$ cat src/rtl/core/xoro_pkg.sv
// ----------------------------------------------------------------------------
// xoro_pkg: shared constants and helpers for the xoroshiro128++ generator
// Opcodes, rotation amounts, jump polynomials and the step count of a jump.
// ----------------------------------------------------------------------------
package xoro_pkg;

    localparam int unsigned WordW = 64;

    // opcodes
    localparam logic [1:0] OP_NEXT      = 2'd0;
    localparam logic [1:0] OP_JUMP      = 2'd1;
    localparam logic [1:0] OP_LONG_JUMP = 2'd2;
    localparam logic [1:0] OP_LOAD_SEED = 2'd3;

    localparam int unsigned RotOut = 17;
    localparam int unsigned RotA   = 49;
    localparam int unsigned ShiftB = 21;
    localparam int unsigned RotC   = 28;

    // polynomials as {word1, word0}; bit n is consumed before step n
    localparam logic [127:0] JUMP_POLY      = {64'h0992ccaf6a6fca05, 64'h2bd7a6a6e99c2ddc};
    localparam logic [127:0] LONG_JUMP_POLY = {64'h9c6e6877736c46e3, 64'h360fd5f2cf8d5d99};

    localparam int unsigned JumpSteps = 128;
    localparam int unsigned JumpCntW  = $clog2(JumpSteps);
    localparam logic [JumpCntW-1:0] JumpLast = JumpCntW'(JumpSteps - 1);

    function automatic logic [WordW-1:0] rotl(input logic [WordW-1:0] x,
                                              input int unsigned k);
        return (x << k) | (x >> (WordW - k));
    endfunction

    function automatic logic jump_poly_bit(input logic long_sel,
                                           input logic [JumpCntW-1:0] idx);
        return long_sel ? LONG_JUMP_POLY[idx] : JUMP_POLY[idx];
    endfunction

endpackage

$ cat src/rtl/core/xoro_step.sv
// ----------------------------------------------------------------------------
// xoro_step: one xoroshiro128 state transition
// Shared by the next opcode and by every iteration of a jump.
// ----------------------------------------------------------------------------
module xoro_step (
    input  logic [xoro_pkg::WordW-1:0] i_s0,
    input  logic [xoro_pkg::WordW-1:0] i_s1,
    output logic [xoro_pkg::WordW-1:0] o_s0,
    output logic [xoro_pkg::WordW-1:0] o_s1
);
    import xoro_pkg::*;

    logic [WordW-1:0] mix;

    always_comb begin
        mix  = i_s1 ^ i_s0;
        o_s0 = rotl(i_s0, RotA) ^ mix ^ (mix << ShiftB);
        o_s1 = rotl(mix, RotC);
    end

endmodule

$ cat src/rtl/core/xoroshiro128pp_generator.sv
// ----------------------------------------------------------------------------
// xoroshiro128pp_generator: xoroshiro128++ pseudo-random generator
// Opcode-driven generator with next, jump, long jump and seed load.
// ----------------------------------------------------------------------------
// Usage:
//   Input channel (i_valid / o_ready) carries an opcode and two seed words;
//   output channel (o_valid / i_ready) returns one transaction per input:
//   the random value (zero unless next) and an all-zero-state flag.
//   One item is in flight at a time; o_ready is high only when idle.
//   Next: state update and sum at the accepting edge, then the output add
//   of the ++ scrambler, then the result hand-off; a new transaction is
//   accepted only after that hand-off.
//   Load seed: seed words written at the accepting edge, then the hand-off.
//   Jump / long jump: the 128 iterations of the single shared step unit,
//   one state transition and accumulate per cycle, then the result
//   hand-off.
//   The result sits in an output register; the next item is accepted while
//   it waits. If the receiver stalls, the following result holds in the
//   hand-off state until the output register frees up.
//   Reset: state = {0, 1}, accumulator cleared, no result pending.
// ----------------------------------------------------------------------------
module xoroshiro128pp_generator (
    input  logic                       i_clk,
    input  logic                       i_rst_n,
    input  logic                       i_valid,
    output logic                       o_ready,
    input  logic [1:0]                 i_opcode,
    input  logic [xoro_pkg::WordW-1:0] i_seed_word0,
    input  logic [xoro_pkg::WordW-1:0] i_seed_word1,
    output logic                       o_valid,
    input  logic                       i_ready,
    output logic [xoro_pkg::WordW-1:0] o_random_value,
    output logic                       o_state_zero
);
    import xoro_pkg::*;

    typedef enum logic [3:0] {
        ST_IDLE = 4'b0001,
        ST_SUM  = 4'b0010,
        ST_JUMP = 4'b0100,
        ST_DONE = 4'b1000
    } t_state;

    t_state               r_state, n_state;
    logic [WordW-1:0]     r_s0, n_s0, r_s1, n_s1;
    logic [WordW-1:0]     r_acc0, n_acc0, r_acc1, n_acc1;
    logic [JumpCntW-1:0]  r_jump_cnt, n_jump_cnt;
    logic                 r_long_sel, n_long_sel;
    logic [WordW-1:0]     r_sum, n_sum, r_a, n_a;
    logic [WordW-1:0]     r_res_value, n_res_value;
    logic                 r_out_valid, n_out_valid;
    logic [WordW-1:0]     r_out_value, n_out_value;
    logic                 r_out_zero, n_out_zero;

    logic [WordW-1:0]     step_s0, step_s1;
    logic                 accept_in, out_free, poly_bit;

    xoro_step u_step (
        .i_s0 (r_s0),
        .i_s1 (r_s1),
        .o_s0 (step_s0),
        .o_s1 (step_s1)
    );

    assign o_ready        = (r_state == ST_IDLE);
    assign accept_in      = i_valid && o_ready;
    assign out_free       = !r_out_valid || i_ready;
    assign poly_bit       = jump_poly_bit(r_long_sel, r_jump_cnt);
    assign o_valid        = r_out_valid;
    assign o_random_value = r_out_value;
    assign o_state_zero   = r_out_zero;

    always_comb begin
        n_state     = r_state;
        n_s0        = r_s0;
        n_s1        = r_s1;
        n_acc0      = r_acc0;
        n_acc1      = r_acc1;
        n_jump_cnt  = r_jump_cnt;
        n_long_sel  = r_long_sel;
        n_sum       = r_sum;
        n_a         = r_a;
        n_res_value = r_res_value;
        n_out_valid = r_out_valid;
        n_out_value = r_out_value;
        n_out_zero  = r_out_zero;

        if (r_out_valid && i_ready) begin
            n_out_valid = 1'b0;
        end

        unique case (r_state)
            ST_IDLE: begin
                if (accept_in) begin
                    unique case (i_opcode)
                        OP_NEXT: begin
                            n_sum   = r_s0 + r_s1;
                            n_a     = r_s0;
                            n_s0    = step_s0;
                            n_s1    = step_s1;
                            n_state = ST_SUM;
                        end
                        OP_JUMP, OP_LONG_JUMP: begin
                            n_acc0     = '0;
                            n_acc1     = '0;
                            n_jump_cnt = '0;
                            n_long_sel = (i_opcode == OP_LONG_JUMP);
                            n_state    = ST_JUMP;
                        end
                        OP_LOAD_SEED: begin
                            n_s0        = i_seed_word0;
                            n_s1        = i_seed_word1;
                            n_res_value = '0;
                            n_state     = ST_DONE;
                        end
                        default: begin
                            n_state = ST_IDLE;
                        end
                    endcase
                end
            end
            ST_SUM: begin
                n_res_value = rotl(r_sum, RotOut) + r_a;
                n_state     = ST_DONE;
            end
            ST_JUMP: begin
                n_acc0 = r_acc0 ^ (poly_bit ? r_s0 : '0);
                n_acc1 = r_acc1 ^ (poly_bit ? r_s1 : '0);
                n_s0   = step_s0;
                n_s1   = step_s1;
                if (r_jump_cnt == JumpLast) begin
                    // accumulator becomes the jumped state
                    n_s0        = n_acc0;
                    n_s1        = n_acc1;
                    n_jump_cnt  = '0;
                    n_res_value = '0;
                    n_state     = ST_DONE;
                end else begin
                    n_jump_cnt = r_jump_cnt + 1'b1;
                end
            end
            ST_DONE: begin
                if (out_free) begin
                    n_out_valid = 1'b1;
                    n_out_value = r_res_value;
                    n_out_zero  = (r_s0 == '0) && (r_s1 == '0);
                    n_state     = ST_IDLE;
                end
            end
            default: begin
                n_state = ST_IDLE;
            end
        endcase
    end

    always_ff @(posedge i_clk) begin
        if (!i_rst_n) begin
            r_state     <= ST_IDLE;
            r_s0        <= WordW'(1);
            r_s1        <= '0;
            r_acc0      <= '0;
            r_acc1      <= '0;
            r_jump_cnt  <= '0;
            r_long_sel  <= 1'b0;
            r_out_valid <= 1'b0;
        end else begin
            r_state     <= n_state;
            r_s0        <= n_s0;
            r_s1        <= n_s1;
            r_acc0      <= n_acc0;
            r_acc1      <= n_acc1;
            r_jump_cnt  <= n_jump_cnt;
            r_long_sel  <= n_long_sel;
            r_out_valid <= n_out_valid;
        end
    end

    always_ff @(posedge i_clk) begin
        r_sum       <= n_sum;
        r_a         <= n_a;
        r_res_value <= n_res_value;
        r_out_value <= n_out_value;
        r_out_zero  <= n_out_zero;
    end

`ifndef SYNTHESIS
    a_jump_ends: assert property (@(posedge i_clk) disable iff (!i_rst_n)
        (r_state == ST_JUMP) && (r_jump_cnt == JumpLast) |=> (r_state == ST_DONE))
        else $error("jump did not finish after the last iteration");

    a_next_sum: assert property (@(posedge i_clk) disable iff (!i_rst_n)
        accept_in && (i_opcode == OP_NEXT) |=> (r_state == ST_SUM))
        else $error("next transaction did not enter the output add");

    a_handoff: assert property (@(posedge i_clk) disable iff (!i_rst_n)
        (r_state == ST_DONE) && out_free |=> o_valid && (r_state == ST_IDLE))
        else $error("result not handed to the output register");

    a_seed_load: assert property (@(posedge i_clk) disable iff (!i_rst_n)
        accept_in && (i_opcode == OP_LOAD_SEED) |=>
            (r_s0 == $past(i_seed_word0)) && (r_s1 == $past(i_seed_word1)))
        else $error("seed words not loaded into the state");

    a_jump_value_zero: assert property (@(posedge i_clk) disable iff (!i_rst_n)
        (r_state == ST_JUMP) && (r_jump_cnt == JumpLast) |=> (r_res_value == '0))
        else $error("jump result value not zero");
`endif

endmodule
$ cat config.mk
export PLATFORM = sky130hd
export DESIGN_NAME = xoroshiro128pp_generator
export DESIGN_NICKNAME = d
export VERILOG_FILES = /design/src/rtl/core/xoro_pkg.sv /design/src/rtl/core/xoro_step.sv /design/src/rtl/core/xoroshiro128pp_generator.sv
export SDC_FILE = /design/constraint.sdc
export NUM_CORES = 1
export LEC_CHECK = 0
export BUFFER_PORTS_ARGS = -buffer_cell sky130_fd_sc_hd__clkbuf_2
export CAP_MARGIN = 20
export CORE_ASPECT_RATIO = 0.75
export CORE_UTILIZATION = 48
export CTS_CLUSTER_SIZE = 8
export DETAILED_ROUTE_END_ITERATION = 10
export PLACE_DENSITY = 0.68
export SYNTH_ARGS = -nofsm -noshare
export SYNTH_HDL_FRONTEND = slang
export SYNTH_HIERARCHICAL = 1
export SYNTH_SLANG_ARGS = --single-unit
$ cat constraint.sdc
create_clock -name i_clk -period 9.7 [get_ports i_clk]
set_clock_uncertainty 0.1 [all_clocks]
set_input_delay 0.485 -clock i_clk [delete_from_list [all_inputs] [get_ports i_clk]]
set_output_delay 0.485 -clock i_clk [all_outputs]
set_load 0.1 [all_outputs]
==> metrics.txt <==
# TYPE chip_impl_metric gauge
chip_impl_metric{name="rows",unit=""} 82
chip_impl_metric{name="worst_path_buf_inv",unit=""} 1
chip_impl_metric{name="power.leakage",unit="nW"} 13.9
chip_impl_info{name="cell_with_the_most_instances_after_synthesis",value="a21oi_1"} 1
chip_impl_metric{name="finalCritPeriodShare",unit="%"} 47.1
chip_impl_metric{name="cp_slowest_stage_delay",unit="ns"} 0.98
chip_impl_info{name="crit_type",value="reg2reg"} 1
chip_impl_metric{name="final_worst_setup_slack",unit="ns"} 5.13
chip_impl_metric{name="grt_max_degree",unit=""} 171
chip_impl_metric{name="grt-ovfl-total",unit=""} 0
chip_impl_metric{name="place_ws",unit="ns"} 5.30
chip_impl_metric{name="synth_fp_nets",unit=""} 3822
chip_impl_metric{name="dp.final_hpwl",unit="um"} 83900
chip_impl_metric{name="fmax",unit="MHz"} 219
chip_impl_info{name="worst_setup_path_start_kind",value="flop"} 1
chip_impl_info{name="path_cells",value="or4b_4 > nand2_4 > nand2_4 > buf_4 > o22ai_1 > a211oi_1 > a21oi_1 > nor2_1"} 1
chip_impl_metric{name="critical_path_required",unit="ns"} 10.16
chip_impl_metric{name="vdd_ir_drop_max",unit="mV"} 0.135
chip_impl_metric{name="wirelength",unit="um"} 117000
chip_impl_metric{name="via_count_normalized_by_instance_count",unit=""} 6.45
chip_impl_metric{name="drive_above_1_share",unit="%"} 11.2
chip_impl_info{name="min-delay-path-class",value="in2reg"} 1
chip_impl_metric{name="asyncSetResetFlopFracSynth",unit="%"} 0
chip_impl_metric{name="finish.utilization",unit="%"} 54.2
chip_impl_metric{name="cts-resized-gates",unit=""} 0
chip_impl_metric{name="count_of_cell_types_in_the_netlist",unit=""} 101
chip_impl_metric{name="cts_hold_buffers",unit=""} 0
chip_impl_metric{name="synthesis.instances",unit=""} 3546
chip_impl_metric{name="max-clock-path-buffers",unit=""} 3
chip_impl_metric{name="crit_path_max_fanout",unit=""} 80
chip_impl_metric{name="cts.reportedPaths.clkPinSlew",unit="ns"} 0.05
chip_impl_info{name="clock_tree.root_cell",value="clkbuf_16"} 1
chip_impl_metric{name="area_growth_from_synthesis_to_layout",unit="%"} 11.7
chip_impl_metric{name="drt-wirelength-per-cell",unit="um"} 25.7
chip_impl_metric{name="synth_warnings",unit=""} 6
chip_impl_metric{name="timing.final.crit_period",unit="ns"} 4.57
chip_impl_metric{name="route.antenna.remaining_nets",unit=""} 0
chip_impl_metric{name="tritoncts.num_buffers",unit=""} 76
chip_impl_metric{name="synthDominantCellAreaShare",unit="%"} 23.8
chip_impl_metric{name="post_synth_instance_area",unit="um2"} 32400
chip_impl_metric{name="hold_viol",unit=""} 0
chip_impl_metric{name="synth_edf_count",unit=""} 257
chip_impl_metric{name="first_global_vias",unit=""} 26300
chip_impl_info{name="yosys_most_used_dff",value="dfxtp_1"} 1
chip_impl_metric{name="initial_core_util",unit="%"} 48.6
chip_impl_metric{name="grt_util_all_layers",unit="%"} 33.2
chip_impl_metric{name="synth-seq-area-share",unit="%"} 40.5
chip_impl_metric{name="syn-mean-instance-area",unit="um2"} 9.15
chip_impl_metric{name="ioPinCount",unit=""} 201
chip_impl_metric{name="die-area",unit="um2"} 68600
chip_impl_metric{name="tightest_slew",unit="ns"} 1.20
chip_impl_metric{name="antenna_violations_before_repair",unit=""} 3
chip_impl_info{name="slowest_stage",value="nand2_4"} 1
chip_impl_metric{name="finish.net_count",unit=""} 3920
chip_impl_metric{name="post-route-drc-count",unit=""} 0
chip_impl_metric{name="vias",unit=""} 29300
chip_impl_metric{name="first_pass_grt_wire_length",unit="um"} 169000
chip_impl_metric{name="worst_skew_pair_later_pin_latency",unit="ns"} 0.64
chip_impl_metric{name="drt_iter0_drc",unit=""} 3646
chip_impl_metric{name="drv_cap",unit=""} 0
chip_impl_metric{name="maxSlewHeadroom",unit="%"} 19.7
chip_impl_info{name="setup_repair_after_global_routing_missed_its_margin",value="false"} 1
chip_impl_info{name="synth_commonest_cells",value="a21oi_1, nor2_1, dfxtp_1, edfxtp_1, nand2_1"} 1
chip_impl_info{name="tritoncts_clock_tree",value="yes"} 1
chip_impl_metric{name="place_inst",unit=""} 4447
chip_impl_metric{name="drtPass1Iterations",unit=""} 6
chip_impl_info{name="setup.worst_path.end_class",value="flop"} 1
chip_impl_metric{name="cellPowerDensity",unit="nW/um2"} 185
chip_impl_info{name="crit_family",value="simple AND/OR/NAND/NOR gates"} 1
chip_impl_metric{name="die_width",unit="um"} 302
chip_impl_metric{name="gp_congestion",unit=""} 1.03
chip_impl_metric{name="fin_tns_setup",unit="ns"} 0
chip_impl_metric{name="die_height",unit="um"} 227
chip_impl_metric{name="core",unit="um2"} 66800
chip_impl_info{name="status",value="completed"} 1
chip_impl_metric{name="ys_seq_elements",unit=""} 528
chip_impl_metric{name="tritoncts_num_sinks",unit=""} 528
chip_impl_metric{name="final_max_slew_viol_count",unit=""} 0
chip_impl_metric{name="arrival",unit="ns"} 5.03
chip_impl_metric{name="post_cts.repair.setup_buffers",unit=""} 0
chip_impl_metric{name="timing.final.setup_violations",unit=""} 0
chip_impl_info{name="largest_area_contributor_in_the_synthesized_netlist",value="edfxtp_1"} 1
chip_impl_metric{name="post_layout_cell_count",unit=""} 4541
chip_impl_metric{name="htree_levels",unit=""} 3
chip_impl_info{name="path_common_cell",value="nand2_4"} 1
chip_impl_metric{name="port_buffers",unit=""} 200
chip_impl_info{name="synth_area_leaders",value="edfxtp_1, dfxtp_1, a21oi_1"} 1
==> power by group <==
part	switching, mW	leakage (nW)	internal, mW
logic	1.02	8.35	0.569
clock network	0.957	1.01	1.47
registers	0.206	4.57	2.47
==> per-layer routing <==
metal / global-route usage (%) / up-vias / routed length (um)
met4: 13.1 / 6 / 4650
li1: - / 13300 / -
met3: 9.94 / 276 / 15100
met2: 46.4 / 1733 / 47600
met1: 47.6 / 14000 / 49300
met5: 0 / - / 40
==> cell usage in the layout (no fill, tap or decap), types with 19 or more instances in the layout <==
cell | synthesis | routed
a211oi_1 | 152 | 152
a21o_1 | 67 | 67
a21oi_1 | 545 | 545
buf_4 | 2 | 52
clkbuf_16 | 0 | 81
clkbuf_2 | 2 | 200
dfxtp_1 | 271 | 271
edfxtp_1 | 257 | 257
ha_1 | 140 | 140
inv_1 | 75 | 75
nand2_1 | 257 | 255
nand3_1 | 27 | 27
nand4_1 | 53 | 53
nor2_1 | 273 | 273
nor3_1 | 22 | 22
nor4_1 | 34 | 34
o211ai_1 | 19 | 19
o21ai_0 | 218 | 218
o21bai_1 | 33 | 33
o22ai_1 | 129 | 129
or3_1 | 134 | 134
xnor2_1 | 115 | 115
xnor3_1 | 24 | 24
xor2_1 | 195 | 195
xor2_2 | 20 | 20
==> final cells by class <==
cell class	instances	area [um2]
fillers	6077	30600
multi-input cells	2706	18200
well taps	882	1100
flip-flops and latches	528	13100
inverters	78	300
diodes	1	2.50
clock buffers	91	2060
repair buffers	254	1440
clock inverters	1	8.76
==> state kept, by name, indices dropped and copies added, names as in the netlist, named ones only <==
| register | count |
|---|---|
| o_valid | 1 |
| r_jump_cnt | 7 |
| r_long_sel | 1 |
| o_state_zero | 1 |
| r_s0 | 64 |
| r_acc0 | 64 |
| r_acc1 | 64 |
| r_res_value | 64 |
| o_random_value | 64 |
| r_sum | 64 |
| r_state | 4 |
| r_s1 | 64 |
| r_a | 64 |
==> worst reg2reg max path, cell delays in order (launching register included) <==
cell and delay [ns]:
dfxtp_1 0.56, or4b_4 0.68, nand2_4 0.71, nand2_4 0.99, buf_4 0.76, o22ai_1 0.26
a211oi_1 0.28, a21oi_1 0.07, nor2_1 0.10
==> worst paths after layout <==
check / cells past startpoint / to / from / slack [ns]
max: 8 / r_s1[57]$_SDFFE_PN0P_ / r_state[3]$_SDFFE_PN0P_ / 5.13
min: 4 / o_valid$_SDFF_PN0_ / i_ready / 0.1
max reg2reg: 8 / r_s1[57]$_SDFFE_PN0P_ / r_state[3]$_SDFFE_PN0P_ / 5.13
min reg2reg: 0 / o_random_value[27]$_DFFE_PP_ / r_res_value[27]$_SDFFCE_PP0P_ / 0.30
==> cells by family (layout without fill, tap and decap cells) <==
group	count (synthesis)	in the layout	synth area share [%]
muxes	15	15	0.548
and+or+nand+nor	890	890	13.2
other	0	1	0
DFF	528	528	40.5
buffers and inverters	312	424	3.75
adders and majority gates	142	142	5.53
AOI/OAI and AO/OA	1285	1285	23.9
xor gates and xnor gates	374	374	12.5
==> per-stage QoR <==
| stage | total power, mW | cell area [um2] | hold slack, ns |
|---|---|---|---|
| floorplan | 3.63 | 32400 | 0.300 |
| global placement | 4.21 | 34100 | 0.302 |
| detailed placement | 4.22 | 34100 | 0.305 |
| CTS | 6.63 | 36200 | 0.0865 |
| global route | 6.85 | 36200 | 0.151 |
| finish | 6.68 | 36200 | 0.0999 |
Note: power is estimated with default switching activity, not from simulation.
